File: src/rtl/core/tcc_pkg.sv
package tcc_pkg;

    // datapath word width for operands and arithmetic
    localparam int WORD_BITS = 32;
    localparam int VALUE_W   = 32;
    localparam int CNT_W     = $clog2(WORD_BITS);

    localparam logic [CNT_W-1:0] DIV_LAST_STEP = CNT_W'(WORD_BITS - 1);

    localparam logic [7:0] CH_SPACE   = 8'd32;
    localparam logic [7:0] CH_NEWLINE = 8'd10;
    localparam logic [7:0] CH_ZERO    = 8'd48;
    localparam logic [7:0] CH_NINE    = 8'd57;

    localparam logic [31:0] KW_EXIT = 32'h4558_4954;
    localparam logic [31:0] KW_ADD  = 32'h0041_4444;
    localparam logic [31:0] KW_SUB  = 32'h0053_5542;
    localparam logic [31:0] KW_MUL  = 32'h004D_554C;
    localparam logic [31:0] KW_DIV  = 32'h0044_4956;

    localparam logic [2:0] KW_LEN_CMD  = 3'd3;
    localparam logic [2:0] KW_LEN_EXIT = 3'd4;
    localparam logic [2:0] KW_LEN_MAX  = 3'd5;

    localparam logic [3:0] COUNT_MAX    = 4'd15;
    localparam logic [3:0] OPERAND_PAIR = 4'd2;

    typedef enum logic [2:0] {
        STS_OK,
        STS_EXIT,
        STS_EMPTY,
        STS_BAD_CMD,
        STS_COUNT,
        STS_BAD_OPERAND,
        STS_DIV_ZERO
    } status_t;

    typedef enum logic [1:0] {
        ST_IDLE,
        ST_DIV,
        ST_DONE
    } ctrl_state_t;

    typedef struct packed {
        logic take_byte;
        logic end_line;
        logic start_div;
        logic div_step;
        logic div_done;
        logic out_take;
    } dp_cmd_t;

    typedef struct packed {
        logic halted;
        logic is_newline;
        logic needs_div;
        logic div_last;
        logic out_full;
    } dp_sts_t;

endpackage

File: src/rtl/core/tcc_datapath.sv
module tcc_datapath (
    input  logic             clk,
    input  logic             rst_n,
    input  tcc_pkg::dp_cmd_t cmd,
    input  logic [7:0]       char_code,
    output tcc_pkg::dp_sts_t sts,
    output logic [2:0]       status,
    output logic signed [31:0] value,
    output logic [3:0]       operand_count
);
    import tcc_pkg::*;

    // line state
    logic [31:0]          kw_chars_reg, kw_chars_next;
    logic [2:0]           kw_len_reg, kw_len_next;
    logic [3:0]           wc_reg, wc_next;
    logic                 inside_reg, inside_next;
    logic [WORD_BITS-1:0] op_a_reg, op_a_next;
    logic [WORD_BITS-1:0] op_b_reg, op_b_next;
    logic [1:0]           bad_reg, bad_next;
    logic                 halted_reg, halted_next;

    // divider
    logic [WORD_BITS-1:0] dv_quo_reg, dv_quo_next;
    logic [WORD_BITS-1:0] dv_rem_reg, dv_rem_next;
    logic [WORD_BITS-1:0] dv_den_reg, dv_den_next;
    logic                 dv_neg_reg, dv_neg_next;
    logic [CNT_W-1:0]     dv_cnt_reg, dv_cnt_next;

    // result word
    logic                 out_full_reg, out_full_next;
    status_t              out_status_reg, out_status_next;
    logic signed [VALUE_W-1:0] out_value_reg, out_value_next;
    logic [3:0]           out_count_reg, out_count_next;

    logic [3:0]           wc_eff;
    logic                 is_digit;
    logic [WORD_BITS-1:0] digit;
    logic [WORD_BITS-1:0] acc_src;
    logic [WORD_BITS-1:0] acc_new;
    logic                 is_arith;
    status_t              line_status;
    logic [WORD_BITS-1:0] arith_res;
    logic [2*WORD_BITS-1:0] product;
    logic [WORD_BITS:0]   rem_sh;
    logic [WORD_BITS:0]   rem_diff;
    logic [WORD_BITS-1:0] quo_signed;

    assign wc_eff = (!inside_reg && kw_len_reg != '0 && wc_reg < COUNT_MAX)
                    ? wc_reg + 4'd1 : wc_reg;

    // decimal accumulate: acc * 10 + digit, built from shifts
    assign is_digit = (char_code >= CH_ZERO) && (char_code <= CH_NINE);
    assign digit    = WORD_BITS'(char_code - CH_ZERO);
    assign acc_src  = (wc_eff == 4'd1) ? op_a_reg : op_b_reg;
    assign acc_new  = (acc_src << 3) + (acc_src << 1) + digit;

    assign product = op_a_reg * op_b_reg;

    assign is_arith = (kw_len_reg == KW_LEN_CMD)
                      && (kw_chars_reg == KW_ADD || kw_chars_reg == KW_SUB
                          || kw_chars_reg == KW_MUL || kw_chars_reg == KW_DIV);

    always_comb
    begin
        line_status = STS_OK;
        arith_res   = '0;
        if (kw_len_reg == '0)
            line_status = STS_EMPTY;
        else if (kw_len_reg == KW_LEN_EXIT && kw_chars_reg == KW_EXIT)
            line_status = STS_EXIT;
        else if (is_arith)
        begin
            if (wc_reg != OPERAND_PAIR)
                line_status = STS_COUNT;
            else if (bad_reg != '0)
                line_status = STS_BAD_OPERAND;
            else if (kw_chars_reg == KW_ADD)
                arith_res = op_a_reg + op_b_reg;
            else if (kw_chars_reg == KW_SUB)
                arith_res = op_a_reg - op_b_reg;
            else if (kw_chars_reg == KW_MUL)
                arith_res = product[WORD_BITS-1:0];
            else if (op_b_reg == '0)
                line_status = STS_DIV_ZERO;
        end
        else
            line_status = STS_BAD_CMD;
    end

    // restoring division, one quotient bit per step
    assign rem_sh     = {dv_rem_reg, dv_quo_reg[WORD_BITS-1]};
    assign rem_diff   = rem_sh - {1'b0, dv_den_reg};
    assign quo_signed = dv_neg_reg ? ('0 - dv_quo_reg) : dv_quo_reg;

    always_comb
    begin
        kw_chars_next = kw_chars_reg;
        kw_len_next   = kw_len_reg;
        wc_next       = wc_reg;
        inside_next   = inside_reg;
        op_a_next     = op_a_reg;
        op_b_next     = op_b_reg;
        bad_next      = bad_reg;
        halted_next   = halted_reg;

        if (cmd.take_byte)
        begin
            if (char_code == CH_SPACE)
                inside_next = 1'b0;
            else
            begin
                inside_next = 1'b1;
                wc_next     = wc_eff;
                if (wc_eff == '0)
                begin
                    if (kw_len_reg < KW_LEN_EXIT)
                        kw_chars_next = {kw_chars_reg[23:0], char_code};
                    if (kw_len_reg < KW_LEN_MAX)
                        kw_len_next = kw_len_reg + 3'd1;
                end
                else if (wc_eff == 4'd1)
                begin
                    if (is_digit)
                        op_a_next = acc_new;
                    else
                        bad_next[0] = 1'b1;
                end
                else if (wc_eff == OPERAND_PAIR)
                begin
                    if (is_digit)
                        op_b_next = acc_new;
                    else
                        bad_next[1] = 1'b1;
                end
            end
        end

        if (cmd.end_line || cmd.start_div)
        begin
            kw_chars_next = '0;
            kw_len_next   = '0;
            wc_next       = '0;
            inside_next   = 1'b0;
            op_a_next     = '0;
            op_b_next     = '0;
            bad_next      = '0;
        end

        if (cmd.end_line && line_status != STS_OK)
            halted_next = 1'b1;
    end

    always_comb
    begin
        dv_quo_next = dv_quo_reg;
        dv_rem_next = dv_rem_reg;
        dv_den_next = dv_den_reg;
        dv_neg_next = dv_neg_reg;
        dv_cnt_next = dv_cnt_reg;
        if (cmd.start_div)
        begin
            dv_quo_next = op_a_reg[WORD_BITS-1] ? ('0 - op_a_reg) : op_a_reg;
            dv_den_next = op_b_reg[WORD_BITS-1] ? ('0 - op_b_reg) : op_b_reg;
            dv_neg_next = op_a_reg[WORD_BITS-1] ^ op_b_reg[WORD_BITS-1];
            dv_rem_next = '0;
            dv_cnt_next = '0;
        end
        else if (cmd.div_step)
        begin
            dv_rem_next = rem_diff[WORD_BITS] ? rem_sh[WORD_BITS-1:0]
                                              : rem_diff[WORD_BITS-1:0];
            dv_quo_next = {dv_quo_reg[WORD_BITS-2:0], ~rem_diff[WORD_BITS]};
            dv_cnt_next = dv_cnt_reg + CNT_W'(1);
        end
    end

    always_comb
    begin
        out_full_next   = out_full_reg;
        out_status_next = out_status_reg;
        out_value_next  = out_value_reg;
        out_count_next  = out_count_reg;
        if (cmd.out_take)
            out_full_next = 1'b0;
        if (cmd.end_line)
        begin
            out_full_next   = 1'b1;
            out_status_next = line_status;
            out_value_next  = (line_status == STS_OK)
                              ? VALUE_W'(signed'(arith_res)) : '0;
            out_count_next  = wc_reg;
        end
        else if (cmd.div_done)
        begin
            out_full_next   = 1'b1;
            out_status_next = STS_OK;
            out_value_next  = VALUE_W'(signed'(quo_signed));
            out_count_next  = OPERAND_PAIR;
        end
    end

    always_ff @(posedge clk or negedge rst_n)
    begin
        if (!rst_n)
        begin
            kw_chars_reg <= '0;
            kw_len_reg   <= '0;
            wc_reg       <= '0;
            inside_reg   <= 1'b0;
            op_a_reg     <= '0;
            op_b_reg     <= '0;
            bad_reg      <= '0;
            halted_reg   <= 1'b0;
            out_full_reg <= 1'b0;
            dv_cnt_reg   <= '0;
        end
        else
        begin
            kw_chars_reg <= kw_chars_next;
            kw_len_reg   <= kw_len_next;
            wc_reg       <= wc_next;
            inside_reg   <= inside_next;
            op_a_reg     <= op_a_next;
            op_b_reg     <= op_b_next;
            bad_reg      <= bad_next;
            halted_reg   <= halted_next;
            out_full_reg <= out_full_next;
            dv_cnt_reg   <= dv_cnt_next;
        end
    end

    always_ff @(posedge clk)
    begin
        dv_quo_reg     <= dv_quo_next;
        dv_rem_reg     <= dv_rem_next;
        dv_den_reg     <= dv_den_next;
        dv_neg_reg     <= dv_neg_next;
        out_status_reg <= out_status_next;
        out_value_reg  <= out_value_next;
        out_count_reg  <= out_count_next;
    end

    assign sts.halted     = halted_reg;
    assign sts.is_newline = (char_code == CH_NEWLINE);
    assign sts.needs_div  = is_arith && (kw_chars_reg == KW_DIV) && (wc_reg == OPERAND_PAIR)
                            && (bad_reg == '0) && (op_b_reg != '0);
    assign sts.div_last   = (dv_cnt_reg == DIV_LAST_STEP);
    assign sts.out_full   = out_full_reg;

    assign status        = out_status_reg;
    assign value         = out_value_reg;
    assign operand_count = out_count_reg;

endmodule

File: src/rtl/core/tcc_ctrl.sv
module tcc_ctrl (
    input  logic             clk,
    input  logic             rst_n,
    input  logic             in_valid,
    output logic             in_ready,
    input  logic             out_ready,
    input  tcc_pkg::dp_sts_t sts,
    output tcc_pkg::dp_cmd_t cmd
);
    import tcc_pkg::*;

    ctrl_state_t state_reg, state_next;
    logic        out_free;
    logic        accept;
    logic        line_end;

    assign out_free = !sts.out_full || out_ready;
    assign in_ready = (state_reg == ST_IDLE) && out_free;
    assign accept   = in_valid && in_ready;
    assign line_end = accept && !sts.halted && sts.is_newline;

    always_comb
    begin
        state_next = state_reg;
        case (state_reg)
            ST_IDLE:
            begin
                if (line_end && sts.needs_div)
                    state_next = ST_DIV;
            end
            ST_DIV:
            begin
                if (sts.div_last)
                    state_next = ST_DONE;
            end
            ST_DONE:
            begin
                if (out_free)
                    state_next = ST_IDLE;
            end
            default:
                state_next = ST_IDLE;
        endcase
    end

    always_comb
    begin
        cmd.take_byte = accept && !sts.halted && !sts.is_newline;
        cmd.end_line  = line_end && !sts.needs_div;
        cmd.start_div = line_end && sts.needs_div;
        cmd.div_step  = (state_reg == ST_DIV);
        cmd.div_done  = (state_reg == ST_DONE) && out_free;
        cmd.out_take  = sts.out_full && out_ready;
    end

    always_ff @(posedge clk or negedge rst_n)
    begin
        if (!rst_n)
            state_reg <= ST_IDLE;
        else
            state_reg <= state_next;
    end

    // a division start enters the divide state; no byte is taken until it completes
    assert property (@(posedge clk) disable iff (!rst_n)
        cmd.start_div |=> state_reg == ST_DIV)
        else $error("division start did not enter divide state");

    assert property (@(posedge clk) disable iff (!rst_n)
        (state_reg == ST_DONE && !sts.out_full) |=> sts.out_full)
        else $error("quotient not loaded into result register");

    assert property (@(posedge clk) disable iff (!rst_n)
        !$fell(sts.halted))
        else $error("halt cleared without reset");

    assert property (@(posedge clk) disable iff (!rst_n)
        (sts.out_full && !out_ready) |-> !in_ready)
        else $error("byte taken while result word is stalled");

endmodule

File: src/rtl/core/text_command_calculator.sv
// Text command calculator: takes a command line one byte per word on the char_code
// channel (space separates words, line feed ends the line) and answers each line end
// with one result word holding status, value and operand_count. The first word must be
// EXIT, ADD, SUB, MUL or DIV; arithmetic commands need exactly two unsigned decimal
// operands, parsed modulo 2^32. Status codes: 0 ok, 1 exit, 2 empty line, 3 bad command,
// 4 operand count, 5 bad operand, 6 divide by zero; value is zero unless status is ok.
// After EXIT or any error the block swallows all further bytes without a result until
// reset. Timing: ordinary bytes and non-divide line ends are taken at one per cycle
// unless a full result register stalls them; a DIV line end occupies the block after
// the byte is taken for the 32 steps of the bit-serial restoring divider and the load
// of the result register, during which in_ready stays low. A finished result waiting
// in the result register holds off every input byte until the receiver takes it.

module text_command_calculator (
    input  logic               clk,
    input  logic               rst_n,
    input  logic               in_valid,
    output logic               in_ready,
    input  logic [7:0]         char_code,
    output logic               out_valid,
    input  logic               out_ready,
    output logic [2:0]         status,
    output logic signed [31:0] value,
    output logic [3:0]         operand_count
);
    import tcc_pkg::*;

    // command and status between sequencer and datapath
    dp_cmd_t cmd;
    dp_sts_t sts;

    tcc_ctrl u_ctrl (
        .clk       (clk),
        .rst_n     (rst_n),
        .in_valid  (in_valid),
        .in_ready  (in_ready),
        .out_ready (out_ready),
        .sts       (sts),
        .cmd       (cmd)
    );

    // line parsing, arithmetic, divider and the result register
    tcc_datapath u_datapath (
        .clk           (clk),
        .rst_n         (rst_n),
        .cmd           (cmd),
        .char_code     (char_code),
        .sts           (sts),
        .status        (status),
        .value         (value),
        .operand_count (operand_count)
    );

    // result word is valid while the result register is full
    assign out_valid = sts.out_full;

endmodule

File: config.mk
export PLATFORM = sky130hd
export DESIGN_NAME = text_command_calculator
export DESIGN_NICKNAME = d
export VERILOG_FILES = /design/src/rtl/core/tcc_pkg.sv /design/src/rtl/core/tcc_datapath.sv /design/src/rtl/core/tcc_ctrl.sv /design/src/rtl/core/text_command_calculator.sv
export SDC_FILE = /design/constraint.sdc
export NUM_CORES = 2
export LEC_CHECK = 0
export ABC_AREA = 0
export BUFFER_PORTS_ARGS = -buffer_cell sky130_fd_sc_hd__buf_2
export CAP_MARGIN = 5
export CORE_MARGIN = 2
export CORE_UTILIZATION = 40
export CTS_BUF_LIST = sky130_fd_sc_hd__clkbuf_8
export DETAILED_ROUTE_END_ITERATION = 10
export PLACE_DENSITY = 0.68
export RECOVER_POWER = 50
export SETUP_SLACK_MARGIN = 0.5
export SYNTH_ARGS = -nofsm -noshare
export SYNTH_HDL_FRONTEND = slang
export SYNTH_SLANG_ARGS = --single-unit
export TNS_END_PERCENT = 10
File: constraint.sdc
create_clock -name clk -period 7.3 [get_ports clk]
set_clock_uncertainty 0.2 [all_clocks]
set_input_delay 1.46 -clock clk [delete_from_list [all_inputs] [get_ports clk]]
set_output_delay 1.46 -clock clk [all_outputs]
set_load 0.01 [all_outputs]
## After elaboration in Yosys (flattened, before gate mapping)

Index checks and enable logic that the tools add are counted.

| operators by class | value |
|---|---|
| $lt $le $gt $ge | 5 |
| $mul | 1 |
| multiplexer cells | 77 |
| bitwise gates (word level) | 2 |
| eq/ne operators | 23 |
| $add $sub $neg | 12 |
| reductions and logical operators | 57 |

Operators with widths:

| operator | number |
|---|---|
| two-way mux 32 bit | 33 |
| == test 32 x 23 -> 1 bit, second input constant | 4 |
| adder 32 bit | 3 |
| subtractor 1 x 32 -> 32 bit, first input constant | 3 |
| two-way mux 31 bit | 2 |
| two-way mux 3 bit | 16 |
| subtractor 33 x 32 -> 33 bit | 1 |
| == test 32 x 31 -> 1 bit, second input constant | 1 |
| logical NOT 32 bit | 1 |
| multiplier 32 x 32 -> 32 bit | 1 |
| nonzero test 32 bit | 1 |
| subtractor 32 bit | 1 |
| two-way mux 4 bit | 6 |
| nonzero test 2 bit | 10 |
| logical AND 1 bit | 19 |
| two-way mux 2 bit | 7 |
| AND reduction 6 bit | 2 |
| two-way mux 1 bit | 10 |
| two-way mux 5 bit | 2 |
| AND reduction 5 bit | 2 |
| nonzero test 3 bit | 3 |
| subtractor 8 x 6 -> 9 bit, second input constant | 1 |
| == test 4 x 2 -> 1 bit, second input constant | 2 |
| == test 8 x 4 -> 1 bit, second input constant | 1 |
| 28 further kinds | 45 |

| storage, ports and cells | value |
|---|---|
| register bits | 251 |
| logic and storage cells | 197 |

## Logic depth before layout (Yosys ltp)

| logic depth | value |
|---|---|
| depth after elaboration | 15 |
| mapped depth | 29 |
| gate-level depth less buffers | 27 |

## By module

Synthesis repeated with hierarchy kept, for this count alone.

| unflattened totals | value |
|---|---|
| cell total of the unflattened synthesis | 4096 |
| area total of the unflattened synthesis | 35776.8 µm² |

Modules (own cells, without submodules):

| module | seq. area each (µm²) | instances | cells each | area an instance (µm²) |
|---|---|---|---|---|
| tcc_datapath | 6591.3 | 1 | 4077 | 35605.4 |
| tcc_ctrl | 50.0 | 1 | 19 | 171.4 |

## Least setup slack after synthesis

No wires, ideal clock.

| timing path | value |
|---|---|
| kind | register to register |
| start point | reg u_datapath.op_a_reg[9] |
| end point | reg u_datapath.out_value_reg[31], in the netlist u_datapath.value[31] (data pin) |
| period minus slack after synthesis | 7818 ps |
| arrival | 7362 ps |
| stages on the path, launching flop included | 28 |
| buffers on the path | 2 |
| slack | -518 ps |
| path through | dfrtp_1 clkbuf_1 clkbuf_1 nand2_1 fa_1 inv_1 fa_1 fa_1 inv_1 fa_1 inv_1 fa_1 inv_1 fa_1 inv_1 fa_1 fa_1 ha_1 and3_1 a31oi_1 o21ai_0 a2111oi_0 nor3_1 a2111oi_0 a21oi_1 xnor2_1 nor2_1 o22a_1 |

| between the ends | value |
|---|---|
| longest elaborated chain between the ends | 11 |
| elaborated cells between the ends (all ways) | 13 |
| those cells by class | add/sub: 2; mul: 1; mux: 10 |

RTL lines:

| item | line | text |
|---|---|---|
| start, declared | tcc_datapath.sv:18 | `logic [WORD_BITS-1:0] op_a_reg, op_a_next;` |
| start signal, assigned | tcc_datapath.sv:224 | `op_a_reg <= op_a_next;` |
| multiplier 32 x 32 -> 32 bit | tcc_datapath.sv:58 | `assign product = op_a_reg * op_b_reg;` |
| two-way mux 32 bit | tcc_datapath.sv:82 | `else if (kw_chars_reg == KW_MUL)` |
| two-way mux 32 bit | tcc_datapath.sv:80 | `else if (kw_chars_reg == KW_SUB)` |
| two-way mux 32 bit (*) | tcc_datapath.sv:78 | `else if (kw_chars_reg == KW_ADD)` |
| two-way mux 32 bit (*) | tcc_datapath.sv:76 | `else if (bad_reg != '0)` |
| two-way mux 32 bit (*) | tcc_datapath.sv:74 | `if (wc_reg != OPERAND_PAIR)` |
| two-way mux 32 bit (*) | tcc_datapath.sv:72 | `else if (is_arith)` |
| two-way mux 32 bit (*) | tcc_datapath.sv:70 | `else if (kw_len_reg == KW_LEN_EXIT && kw_chars_reg == KW_EXIT)` |
| two-way mux 32 bit (*) | tcc_datapath.sv:68 | `if (kw_len_reg == '0)` |
| two-way mux 32 bit (*) | tcc_datapath.sv:191 | `? VALUE_W'(signed'(arith_res)) : '0;` |
| two-way mux 32 bit (*) | tcc_datapath.sv:186 | `if (cmd.end_line)` |
| named net u_datapath.out_value_next[31] | tcc_datapath.sv:33 | `logic signed [VALUE_W-1:0] out_value_reg, out_value_next;` |
| end signal, assigned | tcc_datapath.sv:240 | `out_value_reg <= out_value_next;` |
| end, declared | tcc_datapath.sv:33 |  |

The timed path passes the listed nets; every way through them passes the cells marked *.
A chain may end at the register's enable or synchronous reset.

## Final worst setup path

| timing path | value |
|---|---|
| start point | reg u_datapath.op_b_reg[2] |
| end point | reg u_datapath.out_value_reg[30], in the netlist u_datapath.value[30] (data pin) |

| between the ends | value |
|---|---|
| longest elaborated chain between the ends | 13 |
| elaborated cells between the ends (all ways) | 28 |
| those cells by class | add/sub: 2; mul: 1; mux: 19; reduce/logical: 6 |

RTL lines:

| item | line | text |
|---|---|---|
| start, declared | tcc_datapath.sv:19 | `logic [WORD_BITS-1:0] op_b_reg, op_b_next;` |
| start signal, assigned | tcc_datapath.sv:225 | `op_b_reg <= op_b_next;` |
| branches (longest 12 deep; another with multiplier 32 x 32 -> 32 bit) | n/a |  |
| two-way mux 32 bit (*) | tcc_datapath.sv:186 |  |
| named net u_datapath.out_value_next[30] | tcc_datapath.sv:33 |  |

Mark *: on every way through the listed nets, which the timed path passes.

==> results_dict.tcl <==
set metrics [dict create \
    antenna_found_initial 5 \
    clkLatencyLatePin_ns 0.67 \
    yosys_register_bits 251 \
    numClockSinks 251 \
    min_path_cells 2 \
    yosysTopAreaCellShare_pct 24.92 \
    share_seq_of_total_power_pct 20.9 \
    synth_most_common_cell "inv_1" \
    die_y_um 301.3 \
    gp_congestion 0.9955 \
    drv_slew 261 \
    clkPwrFrac_pct 15.3 \
    crit_path_cell_trace "buf_12, and2_1, fa_1, inv_1, fa_1, fa_2, fa_1, inv_1, fa_1, fa_1, fa_1, fa_1, ha_4, a21oi_1, nor2b_1, nor3_1, a211o_1, or3_4, a31oi_4, nor4b_1, o31ai_1, buf_4, o2111a_1, a21oi_1" \
    core_area_um2 87970 \
    endpoint_kind "flip-flop" \
    cts-root-buf "clkbuf_8" \
    utilization_pct 45.59 \
    rsz0062_at_grt "true" \
    crit_type "reg2reg" \
    clk_pin_slew_ns 0.07 \
    wirelength_um 115600 \
    gr-usage-all-layers_pct 25.91 \
    synth_top_cell_by_area "fa_1" \
    finish.instance_area_um2 40100 \
    nNetsFinal 4960 \
    grt_max_degree 74 \
    synth_cells 4063 \
    pwr-share-comb_pct 63.8 \
    ys_top_cells_by_area "fa_1 (25%), ha_1 (9.2%), edfxtp_1 (8.8%), dfrtp_1 (8.1%), inv_1 (5.4%)" \
    cp.arrival_ns 7.70 \
    wl_per_cell_um 21.22 \
    required_ns 7.47 \
    synth_edf_count 104 \
    hold_path.class "reg2reg" \
    cap_violations 5 \
    critPathBufInv 4 \
    path_depth 24 \
    stdcell_count 5450 \
    rows 109 \
    place_area_um2 38990 \
    layout-drive-gt1-share_pct 11.09 \
    placement.io_buffers 52 \
    drt-initial-drc-count 2733 \
    leakage_nw 18.61 \
    htreeDepth 2 \
    yosys-top-cells-count "inv_1 (504), nand2_1 (491), fa_1 (440)" \
    ant_nets 0 \
    initial_core_util_pct 40.18 \
    cts_tree "yes" \
    vias_per_cell 5.538 \
    tightestPinTransition_ns 3.511 \
    ys_seq_area_share_pct 18.79 \
    finalHoldViolCount 0 \
    worst_path_dominant_cell_family "adder cells" \
    hold_ws_ns 0.2585 \
    drc 0 \
    reg2regPathDepth 24 \
    p_sw_mw 4.625 \
    cts_buffers 45 \
    synth_flop_cell "dfrtp_1" \
    async_reset_ff_share_pct 45.82 \
    yosys.cell_types.count 80 \
    vias 30180 \
    grt_pass1_wl_um 180400 \
    period_share_pct 103.1 \
    place.detailed.hpwl_um 94440 \
    crit_top_cell "fa_1" \
    dp.cells 5360 \
    fmax_mhz 132.8 \
    violations "max-capacitance violations, max-slew violations, negative setup slack" \
    io_pins 53 \
    internal-power_mw 4.698 \
    ir_drop_uv 167.8 \
    start_kind "flip-flop" \
    critPathSlowestCell "fa_1" \
    fin_crit_ns 7.528 \
    status "finished, violations left" \
    maxSlewHeadroom_pct -134.1 \
    syn_area_um2 35340 \
    avgSynthCellArea_um2 8.699 \
    switching_share_pct 49.61 \
    worst-path-max-fanout 13 \
    finalSetupViolations 4 \
    dieArea_um2 90750 \
    clockBufferDepth 3 \
    gr-total-overflow 0 \
    drtPass1Iterations 6 \
    power.density_nw_per_um2 232.5 \
    syn_nets 4776 \
    area_growth_pct 13.46 \
    chipWidth_um 301.3 \
    ys_warn_count 0 \
    cpPeakStageDelay_ns 0.55 \
    fin_ws_ns -0.2280 \
    grt_pass1_vias 30280 \
]
worst paths after layout:
path	start	end	slack, ns
setup / recovery	u_datapath.op_b_reg[2]$_DFFE_PN0P_	u_datapath.value[30]$_DFFE_PP_	-0.23
hold / removal	u_datapath.dv_rem_reg[26]$_SDFFE_PP0N_	u_datapath.dv_rem_reg[27]$_SDFFE_PP0N_	0.26
setup reg to reg	u_datapath.op_b_reg[2]$_DFFE_PN0P_	u_datapath.value[30]$_DFFE_PP_	-0.23
hold reg to reg	u_datapath.dv_rem_reg[26]$_SDFFE_PP0N_	u_datapath.dv_rem_reg[27]$_SDFFE_PP0N_	0.26
max in group asynchronous	rst_n	u_datapath.op_a_reg[15]$_DFFE_PN0P_	2.12
min in group asynchronous	rst_n	u_datapath.kw_chars_reg[8]$_DFFE_PN0P_	1.66
cell usage in the layout (no fill, tap or decap), types with 91 or more instances in the layout:
| cell type | n |
|---|---|
| inv_1 | 517 |
| nand2_1 | 490 |
| fa_1 | 437 |
| buf_4 | 273 |
| and2_1 | 262 |
| ha_1 | 253 |
| nor2_1 | 241 |
| o21ai_0 | 203 |
| a21oi_1 | 181 |
| xnor2_1 | 141 |
| dfrtp_1 | 107 |
| edfxtp_1 | 104 |
| xor2_1 | 91 |
stage by stage:
stage	TNS, ns	total power [mW]	worst slack, ns
CTS	-0.5411	9.167	-0.1862
global placement	-0.4515	7.580	-0.1506
finish	-0.4905	9.323	-0.2280
floorplan	0	5.506	0.02381
global route	-2.389	9.929	-0.5225
detailed placement	-1.200	7.665	-0.2465
routing by layer:
metal / part of all wire (%) / track usage (%) / vias to the layer above
met2: 44 / 40.22 / 1225
li1: - / - / 13770
met4: 5.3 / 12.04 / 4
met5: 0.019 / 0 / -
met3: 7.9 / 4.366 / 260
met1: 43 / 35.30 / 14920
cell type report:
type / instances / area [µm²]
Fill cell: 8473 / 47870
Multi-Input combinational cell: 3075 / 26230
Sequential cell: 251 / 6651
Timing Repair Buffer: 365 / 2894
Inverter: 509 / 1911
Tap cell: 1165 / 1458
Clock buffer: 53 / 729.5
Clock inverter: 30 / 221.5
Antenna cell: 2 / 5.005
worst reg2reg max path, stage by stage (launching register included):
cell	delay [ns]
dfrtp_1	0.40
buf_12	0.16
and2_1	0.18
fa_1	0.53
inv_1	0.05
fa_1	0.49
fa_2	0.47
fa_1	0.54
inv_1	0.06
fa_1	0.55
fa_1	0.43
fa_1	0.48
fa_1	0.52
ha_4	0.31
a21oi_1	0.08
nor2b_1	0.16
nor3_1	0.06
a211o_1	0.31
or3_4	0.35
a31oi_4	0.18
nor4b_1	0.08
o31ai_1	0.27
buf_4	0.15
o2111a_1	0.18
a21oi_1	0.04
logic make-up after synthesis:
| kind of cell | after synthesis | share of synthesized area (%) |
|---|---|---|
| muxes | 64 | 1.834 |
| and+or+nand+nor | 1323 | 18.13 |
| buffers and inverters | 737 | 7.884 |
| AOI/OAI and AO/OA | 751 | 13.35 |
| adders and majority gates | 701 | 34.16 |
| xor gates and xnor gates | 236 | 5.848 |
| DFF | 251 | 18.79 |
timing repair:
action | in CTS | in global routing
hold buffers | 0 | 0
resized for setup | 29 | 29
setup buffers | 2 | 3
endpoints found under the setup margin | 17 | 20
gates cloned | 0 | 0
pin swaps | 16 | 8
power by group through the flow:
stage | Combinational, mW | Clock (mW) | Sequential [mW]
after detailed placement | 5.71 | 0 | 1.96
final | 5.94 | 1.43 | 1.95
after CTS | 5.77 | 1.46 | 1.93
after floorplan | 3.67 | 0 | 1.84
after global placement | 5.63 | 0 | 1.95
after global routing | 6.45 | 1.51 | 1.97
Power figures use the tool's default switching activity.
